### src/hw/rtl/nearest_landmark_matcher_assert.svh
// assertion macros for the matcher rtl
`ifndef NEAREST_LANDMARK_MATCHER_ASSERT_SVH
`define NEAREST_LANDMARK_MATCHER_ASSERT_SVH
`ifndef SYNTHESIS
`define NLM_ASSERT(lbl, prop) \
  lbl: assert property (@(posedge clk) disable iff (!rst_n) (prop)) \
    else $error("nlm assertion failed");
`define NLM_ASSERT_NEXT(lbl, ante, cons) \
  lbl: assert property (@(posedge clk) disable iff (!rst_n) (ante) |=> (cons)) \
    else $error("nlm assertion failed");
`else
`define NLM_ASSERT(lbl, prop)
`define NLM_ASSERT_NEXT(lbl, ante, cons)
`endif
`endif

### src/hw/rtl/nlm_pkg.sv
`default_nettype none
package nlm_pkg;

  localparam int MAX_LANDMARKS_DEF = 64;

  localparam int ACTION_W = 2;
  localparam int STATUS_W = 2;
  localparam int ID_W     = 16;
  localparam int COORD_W  = 24;
  localparam int MAG_W    = 24;
  localparam int SQ_W     = 48;
  localparam int DIST_W   = 49;

  localparam logic [ACTION_W-1:0] ACT_CLEAR = 2'd0;
  localparam logic [ACTION_W-1:0] ACT_LOAD  = 2'd1;
  localparam logic [ACTION_W-1:0] ACT_QUERY = 2'd2;

  localparam logic [STATUS_W-1:0] ST_OK       = 2'd0;
  localparam logic [STATUS_W-1:0] ST_NO_MATCH = 2'd1;
  localparam logic [STATUS_W-1:0] ST_FULL     = 2'd2;

  typedef struct packed {
    logic [ID_W-1:0]           id;
    logic signed [COORD_W-1:0] x;
    logic signed [COORD_W-1:0] y;
  } entry_t;

  typedef struct packed {
    logic vld;
    logic last;
  } tag_t;

  typedef struct packed {
    logic              vld;
    logic              last;
    logic [ID_W-1:0]   id;
    logic [DIST_W-1:0] dsq;
  } dist_res_t;

endpackage
`default_nettype wire

### src/hw/rtl/nlm_table.sv
`default_nettype none
module nlm_table #(
  parameter int MAX_LANDMARKS = nlm_pkg::MAX_LANDMARKS_DEF,
  parameter int AW = (MAX_LANDMARKS > 1) ? $clog2(MAX_LANDMARKS) : 1
) (
  input  wire logic            clk,
  input  wire logic            we,
  input  wire logic [AW-1:0]   waddr,
  input  wire nlm_pkg::entry_t wdata,
  input  wire logic [AW-1:0]   raddr,
  output nlm_pkg::entry_t      rdata_r
);

  nlm_pkg::entry_t mem [MAX_LANDMARKS];

  always_ff @(posedge clk) begin
    if (we) begin
      mem[waddr] <= wdata;
    end
    rdata_r <= mem[raddr];
  end

endmodule
`default_nettype wire

### config.mk
export PLATFORM = sky130hd
export DESIGN_NAME = nlm_table
export DESIGN_NICKNAME = d
export VERILOG_FILES = /design/src/hw/rtl/nearest_landmark_matcher_assert.svh /design/src/hw/rtl/nlm_pkg.sv /design/src/hw/rtl/nlm_table.sv
export SDC_FILE = /design/constraint.sdc
export NUM_CORES = 2
export LEC_CHECK = 0
export ABC_AREA = 1
export BUFFER_PORTS_ARGS = -buffer_cell sky130_fd_sc_hd__buf_4
export CORE_ASPECT_RATIO = 0.75
export CORE_UTILIZATION = 47
export CTS_BUF_LIST = sky130_fd_sc_hd__clkbuf_8
export DETAILED_ROUTE_END_ITERATION = 8
export HOLD_SLACK_MARGIN = 0.1
export SETUP_SLACK_MARGIN = 0.15
export SLEW_MARGIN = 20
export SYNTH_ARGS = -nofsm -noshare
export SYNTH_HDL_FRONTEND = slang
export SYNTH_SLANG_ARGS = --single-unit
### constraint.sdc
create_clock -name clk -period 16.9 [get_ports clk]
set_clock_uncertainty 0.15 [all_clocks]
set_input_delay 1.69 -clock clk [delete_from_list [all_inputs] [get_ports clk]]
set_output_delay 1.69 -clock clk [all_outputs]
set_load 0.02 [all_outputs]
# ---- Word-level counts from Yosys, hierarchy flattened
# Memories as Yosys holds them, arrays and structs flattened. A register that Yosys moved wholly into a read port is not among the register bits.
# Index checks and enable logic that the tools add are counted.
dict set report totals {
  ramBits 4096
  mem_count 1
  regBits 0
  output_inout_bits 64
  wordCells 3
  in_bits 78
}
dict set report classes {
  n_mux 2
}
# memory words width read_ports rd_ports_with_merged_regs wr line
set memory_table {}
lappend memory_table {mem 64 64 1 1 1 nlm_table.sv:14} ;# nlm_pkg::entry_t mem [MAX_LANDMARKS];
# operator count
set ops {}
lappend ops {{$mux 1} 2}

# ---- Longest topological paths before layout
dict set report logic_depth {
  word_depth 2
  mapped_depth 13
  mapped_depth_nobuf 9
}

# ---- Worst setup path after synthesis
# OpenSTA, ideal clock, no wires.
dict set report synth_path {
  path_kind {input -> register}
  from {input we}
  to {memory mem[48][0] (netlist bit), enable pin}
  path_buffers 1
  required_time_ns 16.104
  arrival_time_ns 8.326
  setup_slack_ns 7.778
  setup_time_ns 0.646
  cell_stages 3
  path_cell_list {clkbuf_1 > nand4_1 > nor4_1}
}
dict set report synth_via {
  elab_chain_cells 2
}
# element line
set synth_rtl {}
lappend synth_rtl {{start, declared} nlm_table.sv:7} ;# input wire logic we,
lappend synth_rtl {{$mux 1} nlm_table.sv:17} ;# if (we) begin
lappend synth_rtl {{$mux 1 (implied by the code)} nlm_table.sv:18} ;# mem[waddr] <= wdata;
lappend synth_rtl {{end, declared} nlm_table.sv:14}
# Every way passes these cells.

==> tab_implementation.tex <==
\begin{tabular}{lr}
\hline
Metric & Value \\
\hline
\multicolumn{2}{l}{\textbf{Hold path}} \\
\quad Worst Hold Endpoint & rdata\_r[35] \\
\quad Startpoint of the lowest-slack hold path & mem[4][35] \\
\quad Worst min-delay path class & flop to flop \\
\quad Hold path cells & 8 \\
\multicolumn{2}{l}{\textbf{Final layout}} \\
\quad Share of cells above drive strength 1 & between 8 and 9\% \\
\quad Final nets & about 14k \\
\quad Final core area utilization & between 50\% and 60\% \\
\quad FF/Latch Area & about 0.12 sq mm \\
\quad \# fillers & roughly 29k \\
\quad Total area of multi-input combinational cells & between 0.03 and 0.04 sq mm \\
\quad Layout overhead on the synthesized area & 9.75\% \\
\multicolumn{2}{l}{\textbf{Yosys}} \\
\quad Count of flip-flops with a built-in enable after synthesis & about 4k \\
\quad Top cell type's share of synthesized area & 74.4\% \\
\quad Net count after synthesis & approximately 13k \\
\quad Sequential area share after synthesis & about three quarters \\
\quad Average cell area after synthesis & between 10 and 15 sq um \\
\quad Cells after synthesis & between 10k and 15k \\
\quad Dominant cell type by area after synthesis & sky130\_fd\_sc\_hd\_\_edfxtp\_1 \\
\quad Cells taking the most area after synthesis & sky130\_fd\_sc\_hd\_\_edfxtp\_1 (74\%), sky130\_fd\_sc\_hd\_\_nand3\_1 (12\%), sky130\_fd\_sc\_hd\_\_nand2\_1 (10\%), sky130\_fd\_sc\_hd\_\_buf\_2 (1.5\%), sky130\_fd\_sc\_hd\_\_dfxtp\_1 (0.78\%) \\
\quad Cell with the most instances after synthesis & sky130\_fd\_sc\_hd\_\_nand2\_1 \\
\quad Post-synthesis cell area & 0.165 sq mm \\
\quad Unique cell type count in the Yosys netlist & 16 \\
\quad Predominant post-synthesis flop cell & sky130\_fd\_sc\_hd\_\_edfxtp\_1 \\
\quad Number of warnings reported in the yosys synthesis log & 0 \\
\quad Top post-synthesis cells by count & sky130\_fd\_sc\_hd\_\_nand2\_1 (4416), sky130\_fd\_sc\_hd\_\_edfxtp\_1 (4096), sky130\_fd\_sc\_hd\_\_nand3\_1 (3847) \\
\quad Number of register bits inferred by synthesis & between 4k and 5k \\
\quad Async set-reset flop share out of synthesis & 0\% \\
\multicolumn{2}{l}{\textbf{Timing}} \\
\quad Slew at the pin closest to its max-slew limit & between 1000 and 1500 ps \\
\quad Max Clock Freq & $\sim$160 MHz \\
\quad Hold Slack & 617 ps \\
\quad Total negative setup slack & 0 ps \\
\quad Setup repair after global routing missed its margin & false \\
\quad Worst slew slack as a fraction of its limit & about 5.4\% \\
\quad Max Slew Vio Count & 0 \\
\quad Post-route setup slack & roughly 11000 ps \\
\quad Hold violation total from the final report & 0 \\
\quad Period utilization & a little over a third \\
\quad Finish-stage setup viols & 0 \\
\quad Final critical path time including I/O delays and setup & slightly above 6000 ps \\
\multicolumn{2}{l}{\textbf{CTS}} \\
\quad Clock tree from TritonCTS & built \\
\quad Skew-Pair Late Insertion Delay & 1110 ps \\
\quad Clock sink count & around 4.2k \\
\quad Library cell used as clock root buffer & sky130\_fd\_sc\_hd\_\_clkbuf\_8 \\
\quad Post-CTS resize count & 0 \\
\quad Clock Pin Slew Worst Setup and Hold Paths & 60 ps \\
\quad Number of levels in the clock H-tree & 6 \\
\quad Post-CTS Setup Inserts & 0 \\
\quad Number of buffers inserted for hold repair after clock tree synthesis & 0 \\
\quad Number of CTS-inserted buffers & around 640 \\
\quad Buffer levels on the longest clock path & 4 \\
\multicolumn{2}{l}{\textbf{Routing}} \\
\quad Post-route antenna net violation count & 0 \\
\quad DRC violation count after routing & 0 \\
\quad Detailed-routing iteration count for the pre-antenna-repair pass & 8 \\
\quad Count of vias placed by the detailed router & around 110k \\
\quad Initial detailed-routing violation count & between 15k and 20k \\
\quad Via density per instance & 5.98 \\
\quad Overall routed net length & 531000 um \\
\quad Wirelength per Cell & about 28 um \\
\multicolumn{2}{l}{\textbf{Setup path}} \\
\quad Worst R2R Setup Slack & around 15000 ps \\
\quad Startpoint of the lowest-slack register-to-register path & mem[3][42] \\
\quad Maximum single-stage delay on the critical path & slightly below 900 ps \\
\quad Startpoint class of the critical path & input port \\
\quad CP dominant cell by count & sky130\_fd\_sc\_hd\_\_nand3\_1 \\
\quad CP arrival & 6910 ps \\
\quad Number of cell instances on the worst register-to-register path & 8 \\
\quad Worst Setup End Kind & flop \\
\quad CP Max Fanout & roughly 160 \\
\quad Setup CP Type & input port to flop \\
\quad CP max-delay cell & sky130\_fd\_sc\_hd\_\_buf\_4 \\
\quad Terminus of the critical flop-to-flop path & rdata\_r[42] \\
\quad Worst EP required & $\sim$18000 ps \\
\quad Cell chain of the critical path & buf\_8 > buf\_4 > buf\_4 > buf\_12 > buf\_4 > nand3\_1 > nand3\_1 > nand3\_1 > nand3\_1 > nand2\_1 > nand2\_1 > nand2\_1 \\
\multicolumn{2}{l}{\textbf{Pwr}} \\
\quad Post-route total power & 20.5 mW \\
\quad Combinational share of power & between 6 and 7\% \\
\quad Part of the total power dissipated in sequential elements & a little under three fifths \\
\quad Pwr Density & $\sim$110 mW/mm\^{}2 \\
\quad Internal Power & roughly 16 mW \\
\quad Sw power & 4.90 mW \\
\quad Leakage power summed over all cells & approximately 64 nW \\
\quad Clock network fraction of total power & a little under two fifths \\
\quad Switching part of the total power & 23.9\% \\
\quad Peak supply drop & between 0.06 and 0.07 mV \\
\multicolumn{2}{l}{\textbf{Run}} \\
\quad Max-cap violation count & 0 \\
\multicolumn{2}{l}{\textbf{Global route}} \\
\quad Initial antenna violation count & 36 \\
\quad Aggregate global routing overflow & 0 \\
\quad Number of global-route vias before repair & 105k \\
\quad Global-route wire length before repair & between 700000 and 800000 um \\
\quad Aggregate global-route resource usage & between 20\% and 30\% \\
\quad Largest net degree at the start of global routing & 233 \\
\multicolumn{2}{l}{\textbf{Place}} \\
\quad Post-detailed-placement half-perimeter wirelength & between 200000 and 250000 um \\
\quad Total of buffers placed on input and output ports & 141 \\
\quad GP Congestion & about 0.79 \\
\quad Placement-stage worst setup slack & about 10000 ps \\
\multicolumn{2}{l}{\textbf{Floorplan}} \\
\quad Number of placed I/O pins & around 140 \\
\quad Area of the core & about 0.35 sq mm \\
\quad Floorplan die width & 687 um \\
\quad Starting utilization of the core area & about 47\% \\
\quad Die height & a little over 500 um \\
\quad Core Rows & 188 \\
\quad Die area & around 0.35 sq mm \\
\multicolumn{2}{l}{\textbf{Status}} \\
\quad Outcome & finished, final reports clean \\
\hline
\end{tabular}
==> power by group through the flow <==
| stage | Sequential, mW | Clock [mW] | Combinational [mW] |
|---|---|---|---|
| 2_1_floorplan | 11.7 | 0 | 0.705 |
| 3_3_place_gp | 11.7 | 0 | 1.20 |
| 3_5_place_dp | 11.7 | 0 | 1.22 |
| 4_1_cts | 11.5 | 7.87 | 1.22 |
| 5_1_grt | 11.5 | 8.31 | 1.34 |
| 6_report | 11.5 | 7.78 | 1.24 |
==> worst max-delay path: cells and delay by family <==
family,cells,cell delay [ps]
simple gates,7,890
buf+inv,5,3670
==> layout by cell type, fill, tap and decap left out, drive strengths merged, types with 20 or more instances in the layout <==
cell       n
nand2   4416
edfxtp  4096
nand3   3847
clkbuf   685
buf      363
inv      237
clkinv   166
dfxtp     64
nor2      56
diode     20
==> metal layers <==
layer	global-route usage (%)	share of wire, %
met1	41.6	40
met5	0	0.016
met3	5.29	11
met2	45.7	45
met4	10.9	3.9
==> layout make-up <==
| class | instances | area share, % |
|---|---|---|
| clock buffers | 685 | 5.20 |
| clock inverters | 417 | 1.09 |
| diodes | 20 | 0.0276 |
| repair buffers | 363 | 1.73 |
| well taps | 4655 | 3.21 |
| inverters | 12 | 0.0565 |
| flip-flops and latches | 4160 | 68.5 |
| multi-input cells | 8336 | 20.2 |
==> how the worst max path moves through the flow <==
stage              from           to  slack [ps]  cells after the start
2_1_floorplan        we   mem[48][0]        7780                      3
3_3_place_gp   raddr[1]  rdata_r[30]       10000                     12
3_5_place_dp   raddr[1]  rdata_r[14]        9990                     12
4_1_cts        raddr[1]  rdata_r[32]       11150                     12
5_1_grt        raddr[0]  rdata_r[41]       10720                     13
6_report       raddr[1]  rdata_r[60]       10780                     12
==> registers in the layout, summed over array words and instances (netlist names) <==
name	cells
rdata_r	64
mem	4096
==> cell families after synthesis <==
logic type / count (synthesis) / share of synthesized area (%)
simple gates: 8336 / 21.9
flops: 4160 / 75.2
buf+inv: 909 / 2.95
==> stage by stage <==
step | area (sq um) | instances
2_1_floorplan | 165000 | 13400
6_report | 181000 | 18600
4_1_cts | 181000 | 18600
5_1_grt | 181000 | 18600
3_3_place_gp | 170000 | 17500
3_5_place_dp | 170000 | 17500
Power figures use the tool's default switching activity.
