===== src/hw/rtl/nearest_landmark_matcher_assert.svh =====
// assertion macros for the matcher rtl
`ifndef NEAREST_LANDMARK_MATCHER_ASSERT_SVH
`define NEAREST_LANDMARK_MATCHER_ASSERT_SVH
`ifndef SYNTHESIS
`define NLM_ASSERT(lbl, prop) \
  lbl: assert property (@(posedge clk) disable iff (!rst_n) (prop)) \
    else $error("nlm assertion failed");
`define NLM_ASSERT_NEXT(lbl, ante, cons) \
  lbl: assert property (@(posedge clk) disable iff (!rst_n) (ante) |=> (cons)) \
    else $error("nlm assertion failed");
`else
`define NLM_ASSERT(lbl, prop)
`define NLM_ASSERT_NEXT(lbl, ante, cons)
`endif
`endif


===== src/hw/rtl/nlm_pkg.sv =====
`default_nettype none
package nlm_pkg;

  localparam int MAX_LANDMARKS_DEF = 64;

  localparam int ACTION_W = 2;
  localparam int STATUS_W = 2;
  localparam int ID_W     = 16;
  localparam int COORD_W  = 24;
  localparam int MAG_W    = 24;
  localparam int SQ_W     = 48;
  localparam int DIST_W   = 49;

  localparam logic [ACTION_W-1:0] ACT_CLEAR = 2'd0;
  localparam logic [ACTION_W-1:0] ACT_LOAD  = 2'd1;
  localparam logic [ACTION_W-1:0] ACT_QUERY = 2'd2;

  localparam logic [STATUS_W-1:0] ST_OK       = 2'd0;
  localparam logic [STATUS_W-1:0] ST_NO_MATCH = 2'd1;
  localparam logic [STATUS_W-1:0] ST_FULL     = 2'd2;

  typedef struct packed {
    logic [ID_W-1:0]           id;
    logic signed [COORD_W-1:0] x;
    logic signed [COORD_W-1:0] y;
  } entry_t;

  typedef struct packed {
    logic vld;
    logic last;
  } tag_t;

  typedef struct packed {
    logic              vld;
    logic              last;
    logic [ID_W-1:0]   id;
    logic [DIST_W-1:0] dsq;
  } dist_res_t;

endpackage
`default_nettype wire


===== src/hw/rtl/nlm_dist.sv =====
`default_nettype none
module nlm_dist (
  input  wire logic                              clk,
  input  wire logic                              rst_n,
  input  wire nlm_pkg::tag_t                     tag,
  input  wire nlm_pkg::entry_t                   ent,
  input  wire logic signed [nlm_pkg::COORD_W-1:0] obs_x,
  input  wire logic signed [nlm_pkg::COORD_W-1:0] obs_y,
  output nlm_pkg::dist_res_t                     res
);

  // stage 1: differences and magnitudes
  logic signed [nlm_pkg::COORD_W:0] dx;
  logic signed [nlm_pkg::COORD_W:0] dy;
  logic [nlm_pkg::COORD_W:0]        adx;
  logic [nlm_pkg::COORD_W:0]        ady;

  nlm_pkg::tag_t                 s1_tag_r;
  logic [nlm_pkg::ID_W-1:0]      s1_id_r;
  logic [nlm_pkg::MAG_W-1:0]     s1_mx_r;
  logic [nlm_pkg::MAG_W-1:0]     s1_my_r;

  nlm_pkg::tag_t                 s2_tag_r;
  logic [nlm_pkg::ID_W-1:0]      s2_id_r;
  logic [nlm_pkg::SQ_W-1:0]      s2_sqx_r;
  logic [nlm_pkg::SQ_W-1:0]      s2_sqy_r;

  nlm_pkg::tag_t                 s3_tag_r;
  logic [nlm_pkg::ID_W-1:0]      s3_id_r;
  logic [nlm_pkg::DIST_W-1:0]    s3_dist_r;

  always_comb begin
    dx  = {obs_x[nlm_pkg::COORD_W-1], obs_x} - {ent.x[nlm_pkg::COORD_W-1], ent.x};
    dy  = {obs_y[nlm_pkg::COORD_W-1], obs_y} - {ent.y[nlm_pkg::COORD_W-1], ent.y};
    adx = dx[nlm_pkg::COORD_W] ? (~dx + 1'b1) : dx;
    ady = dy[nlm_pkg::COORD_W] ? (~dy + 1'b1) : dy;
  end

  always_ff @(posedge clk) begin
    if (!rst_n) begin
      s1_tag_r <= '0;
      s2_tag_r <= '0;
      s3_tag_r <= '0;
    end else begin
      s1_tag_r <= tag;
      s2_tag_r <= s1_tag_r;
      s3_tag_r <= s2_tag_r;
    end
  end

  always_ff @(posedge clk) begin
    s1_id_r   <= ent.id;
    s1_mx_r   <= adx[nlm_pkg::MAG_W-1:0];
    s1_my_r   <= ady[nlm_pkg::MAG_W-1:0];
    s2_id_r   <= s1_id_r;
    s2_sqx_r  <= s1_mx_r * s1_mx_r;
    s2_sqy_r  <= s1_my_r * s1_my_r;
    s3_id_r   <= s2_id_r;
    s3_dist_r <= {1'b0, s2_sqx_r} + {1'b0, s2_sqy_r};
  end

  assign res.vld  = s3_tag_r.vld;
  assign res.last = s3_tag_r.last;
  assign res.id   = s3_id_r;
  assign res.dsq  = s3_dist_r;

endmodule
`default_nettype wire


===== config.mk =====
export PLATFORM = sky130hd
export DESIGN_NAME = nlm_dist
export DESIGN_NICKNAME = d
export VERILOG_FILES = /design/src/hw/rtl/nearest_landmark_matcher_assert.svh /design/src/hw/rtl/nlm_pkg.sv /design/src/hw/rtl/nlm_dist.sv
export SDC_FILE = /design/constraint.sdc
export NUM_CORES = 2
export LEC_CHECK = 0
export BUFFER_PORTS_ARGS = -buffer_cell sky130_fd_sc_hd__buf_2
export CAP_MARGIN = 20
export CORE_MARGIN = 3
export CORE_UTILIZATION = 40
export CTS_CLUSTER_DIAMETER = 150
export DETAILED_ROUTE_END_ITERATION = 16
export SLEW_MARGIN = 20
export SYNTH_ARGS = -nofsm -noshare
export SYNTH_HDL_FRONTEND = slang
export SYNTH_SLANG_ARGS = --single-unit

===== constraint.sdc =====
create_clock -name clk -period 6.9 [get_ports clk]
set_clock_uncertainty 0.2 [all_clocks]
set_input_delay 0.69 -clock clk [delete_from_list [all_inputs] [get_ports clk]]
set_output_delay 0.69 -clock clk [all_outputs]
set_load 0.005 [all_outputs]

Word level (Yosys, flattened, before mapping)
Cells that the tools add are included.
Cells by class
  add/subtract/negate cells: 5
  muxes and demuxes: 2
  $mul: 2
  bitwise operators: 2
Operator list (count)
  $mul A24 B24 Y48: 2
  $sub A24 B24 Y25: 2
  $add A48 B48 Y49: 1
  $add A24 B1 Y24 const B: 2
  $mux W24: 2
  $not A24 Y24: 2
Storage, ports and cells
  bits in registers: 247
  input bits: 116
  output and inout bits: 67

Depth between registers and ports, before layout
  word-level depth: 4
  gate-level depth with buffers: 29
  depth with buffers taken out: 28

Worst setup path before layout
Ideal clock, no wire load.
  path type: register to register
  start point: register s1_my_r[17] (netlist name)
  end point: register s2_sqy_r[44] (netlist name)
  setup slack: -734 ps
  required time: 6609 ps
  cell stages (with the launch flop): 28
  arrival: 7343 ps
  cells stage by stage: dfxtp_1 clkbuf_1 clkbuf_1 nand2_1 fa_1 inv_1 fa_1 fa_1 inv_1 fa_1 inv_1 fa_1 fa_1 inv_1 fa_1 inv_1 ha_1 clkbuf_1 and3_1 and3_4 and3_1 o2111a_1 a311oi_2 o211ai_2 a221o_2 a311oi_4 o21bai_2 a311oi_1
Between the ends
  longest elaborated chain between the ends: 1
RTL lines
  start, declared: RTL line nlm_dist.sv:21  | logic [nlm_pkg::MAG_W-1:0] s1_my_r;
  start signal, assigned: RTL line nlm_dist.sv:54  | s1_my_r <= ady[nlm_pkg::MAG_W-1:0];
  $mul A24 B24 Y48: RTL line nlm_dist.sv:57  | s2_sqy_r <= s1_my_r * s1_my_r;
  end signal, assigned: RTL line nlm_dist.sv:57
  end, declared: RTL line nlm_dist.sv:26  | logic [nlm_pkg::SQ_W-1:0] s2_sqy_r;
Every way passes these cells.
A chain may end at the register's enable or synchronous reset.

Worst setup path after layout
  start point: register s1_my_r[14] (netlist name)
  end point: register s2_sqy_r[44] (netlist name)
Same word-level chain as after synthesis.

==> results summary <==
The final RePlAce weighted congestion is ~0.87. The simple logic cell fraction of the synthesized area is about 11%. The total standard cell area after synthesis is between 0.04 and 0.05 mm². The TritonCTS clock tree is built. The core area came out at 0.1062 mm².

The post-detailed-route DRC marker count is 0. The kind of cell with the highest combined delay along the critical path is adder cells. The slowest stage cell on the critical path is sky130_fd_sc_hd__fa_1. The worst-margin pin slew is between 0.8 and 0.9 ns. The type of the worst min-delay path is input port to register. The number of pins exceeding their max-slew limit in the final report came out at 0. By area, the combinational part of the netlist is dominated by adder cells. The fill cell total of the finished layout came out at 9860. In the synthesized netlist, mux cells make up less than 1% of the area. The placement-stage worst setup slack is -0.6055 ns. The repair_antennas step left the layout with diodes totalling 0.

The worst max-slew margin expressed relative to the limit is between 40% and 50%. In the final routed layout, each cell accounts on average for 15.06 µm. The total wire length is between 100000 and 150000 µm. STA classifies the critical path endpoint as a register.

STA classifies the critical path startpoint as a register. The initial antenna violation count came out at 2. The most common cell type on the critical path is sky130_fd_sc_hd__fa_1. The number of nets in the layout is about 6800. The required time of the worst setup path is ~7.2 ns. The largest net degree at the start of global routing is 24.

The largest fanout on the critical path is 6. No sink is reached through more buffers than the 3 on the longest clock path. The initial DRC count is between 1000 and 1500. Setup slack on the critical path of the routed design comes to -0.3041 ns.

Each instance of the synthesized netlist takes up on average 9.189 µm². The internal reg-to-reg setup slack came out at -0.30 ns. The overall fraction of global-route tracks in use is between 10% and 20%. The number of global-route vias before repair came out at about 35000.

In the global route stage, met2 resource usage came out at about a third. The flop and latch count out of synthesis came out at 245. The share of layout cells above drive strength 1 came out at 21.92%. The part of the Yosys area used for sequential elements is roughly 11%. The overall die area came out at approximately 0.11 mm². The adder-cell area share of the yosys netlist came out at 52.35%. The via-per-instance ratio is 4.745. The worst-skew pair later-pin latency came out at ~0.62 ns. The checks that failed: negative setup slack. In the synthesized netlist the dominant register cell turns out to be sky130_fd_sc_hd__dfxtp_1. The complex-gate fraction of the synthesized area is under 10%. For this run, global-route usage on met1 was measured as between 20% and 30%. The number of synthesized flops with an enable pin is 0. Setup repair after global routing could not meet its margin everywhere.

The unique cell type count in the Yosys netlist came out at 91. In this run the horizontal extent of the chip is 334.5 µm. Of the total synthesized cell area, the portion taken by XOR and XNOR cells is between 4 and 5%.

The floorplan die height came out at 334.5 µm. The count of final hold-check violations came out at 0. The number of buffers added on ports is around 180.

Derived from the worst setup path, the maximum achievable clock frequency is between 100 and 150 MHz. The post-detailed-placement half-perimeter wirelength is 85860 µm. The layer flagged by global routing as most heavily used is met2. The reported max-cap violation count is 0. The number of top-level pins came out at 183.

The met3 usage in global routing came out at around 2.3%. The worst path uses 104.4% of the clock period. The final route contains 32172 vias. Of all flip-flops after synthesis, the portion carrying an async set or reset was 0%.

The number of clock sinks seen by CTS came out at between 200 and 250. The number of buffers and inverters on the critical path is 8. Setup violations remaining at the end of the flow were counted as 10. The standard-cell row count is about 120. The library cell used as clock root buffer is sky130_fd_sc_hd__clkbuf_16. The first-pass GRT wire length came out at around 170000 µm. The remaining number of nets flagged by the antenna check after routing is 0.

For the worst setup path, the data arrival time is around 7.5 ns. The remaining global-route overflow came out at 0. The critical path's largest stage delay is 0.52 ns. CTS built an H-tree with a depth of 1. The number of synthesis warnings is 0. The number of buffers inserted during clock tree synthesis is 30. The shortest clock period the worst path allows after layout came out at about 7 ns. The layout-stage area growth over the synthesis result is 22.46%. The run finished, with violations left. The critical setup path kind is register to register. The initial core utilization came out at between 40% and 50%. Counting every instance in the synthesized netlist gives about 4700.

The clock transition at the registers of the reported paths came out at roughly 0.08 ns. The length of the first detailed-routing pass in iterations came out at 5. The number of nets handed over by synthesis was between 6000 and 7000.
[cell usage after synthesis, drive strengths merged (15+ instances only)]
library cell	instances	area share (%)
inv	1283	11
fa	846	39
ha	452	13
nand2	385	3.3
dfxtp	245	11
and2	235	3.4
nor2	154	1.3
xnor2	138	2.8
a21oi	137	1.6
clkbuf	120	1.0
o21ai	96	1.1
a21o	94	1.6
xor2	73	1.5
nand3	37	0.43
nor2b	36	0.52
o21a	31	0.54
nor3	30	0.35
a211oi	26	0.46
a31oi	24	0.35
nand2b	23	0.33
nand4	19	0.28
and3	16	0.25
o31ai	15	0.27
[worst reg2reg max path: cells and delay by family, from the launching register on]
kind,cells,cell delay (ns)
compound gates,10,1.96
buf+inv,8,0.62
simple gates,2,0.26
fa+ha+maj,8,3.63
flops,1,0.39
[area by class of cell]
cell class / instances / area [µm²] / area share, %
clock buffer: 32 / 778.2 / 1.473
clock inverter: 24 / 285.3 / 0.5398
inverter: 1283 / 4827 / 9.134
multi-input combinational: 3042 / 34250 / 64.81
sequential: 245 / 5024 / 9.506
tap: 1391 / 1740 / 3.293
timing repair buffer: 763 / 5942 / 11.24
[stage by stage]
stage / util, % / hold WS, ns / TNS (ns) / instances / area [µm²]
after floorplan: - / 0.1096 / -0.2010 / 4696 / 43560
after global placement: 46.40 / 0.1100 / -7.776 / 6628 / 49260
after detailed placement: 46.40 / 0.1121 / -10.55 / 6628 / 49260
after CTS: 48.74 / 0.05326 / -1.451 / 6744 / 51740
after global routing: 49.78 / 0.07853 / -5.944 / 6780 / 52850
final: 49.78 / 0.09347 / -1.377 / 6780 / 52850
[metal layers]
layer	vias up	share of wire [%]
met5	-	0
met4	0	1.9
met3	111	4.3
met2	526	50
met1	16012	44
li1	15523	-
[cells in the final DEF (no fill, tap or decap), drive strengths merged, types with 6 or more instances in the layout]
master / synthesis / final
a2111oi: 6 / 6
a311oi: 6 / 6
dlygate4sd3: 0 / 16
a211oi: 26 / 26
or2: 14 / 14
nand3: 37 / 37
nand2b: 23 / 23
o21a: 31 / 31
inv: 1283 / 1291
and3: 16 / 16
o21ai: 96 / 96
nor2b: 36 / 36
nor3: 30 / 30
or3: 13 / 13
o31ai: 15 / 15
buf: 5 / 746
clkbuf: 120 / 33
nor4: 10 / 10
o21bai: 14 / 14
clkinv: 0 / 8
a21o: 94 / 94
fa: 846 / 846
dfxtp: 245 / 245
a21boi: 6 / 6
ha: 452 / 452
a211o: 9 / 9
nand2: 385 / 385
nand4: 19 / 19
o2111ai: 8 / 8
a31oi: 24 / 24
xor2: 73 / 73
nor2: 154 / 154
a21oi: 137 / 137
o211ai: 10 / 10
and2: 235 / 235
xnor2: 138 / 138
[path summary, 6_finish.rpt]
kind                            start                      to  depth (start not counted)
hold / removal                 tag[0]  s1_tag_r[0]$_SDFF_PN0_                          2
hold reg to reg    s1_id_r[7]$_DFF_P_      s2_id_r[7]$_DFF_P_                          0
setup reg to reg  s1_my_r[14]$_DFF_P_    s2_sqy_r[44]$_DFF_P_                         28
setup / recovery  s1_my_r[14]$_DFF_P_    s2_sqy_r[44]$_DFF_P_                         28
[flip-flops by register name (all words and copies together) (netlist names)]
signal,cells
s2_sqy_r,47
s2_id_r,16
res,2
s1_tag_r,2
s3_dist_r,49
s2_tag_r,2
s1_my_r,24
s1_id_r,16
s2_sqx_r,47
s3_id_r,16
s1_mx_r,24
[logic make-up after synthesis]
logic type | count (synthesis)
compound gates | 531
xor+xnor | 211
fa+ha+maj | 1298
buf+inv | 1409
flops | 245
mux | 8
simple gates | 994
[repair_timing]
item	CTS	global route
resized for setup	260	227
hold endpoints to repair	16	0
hold buffers	16	0
gates cloned	0	1
setup buffers	48	39
setup endpoints to repair	32	37
pin swaps	154	155
Power is left out: the tool's default activity adds up to more than one toggle a clock period on the data nets, which glitch-free logic cannot reach.
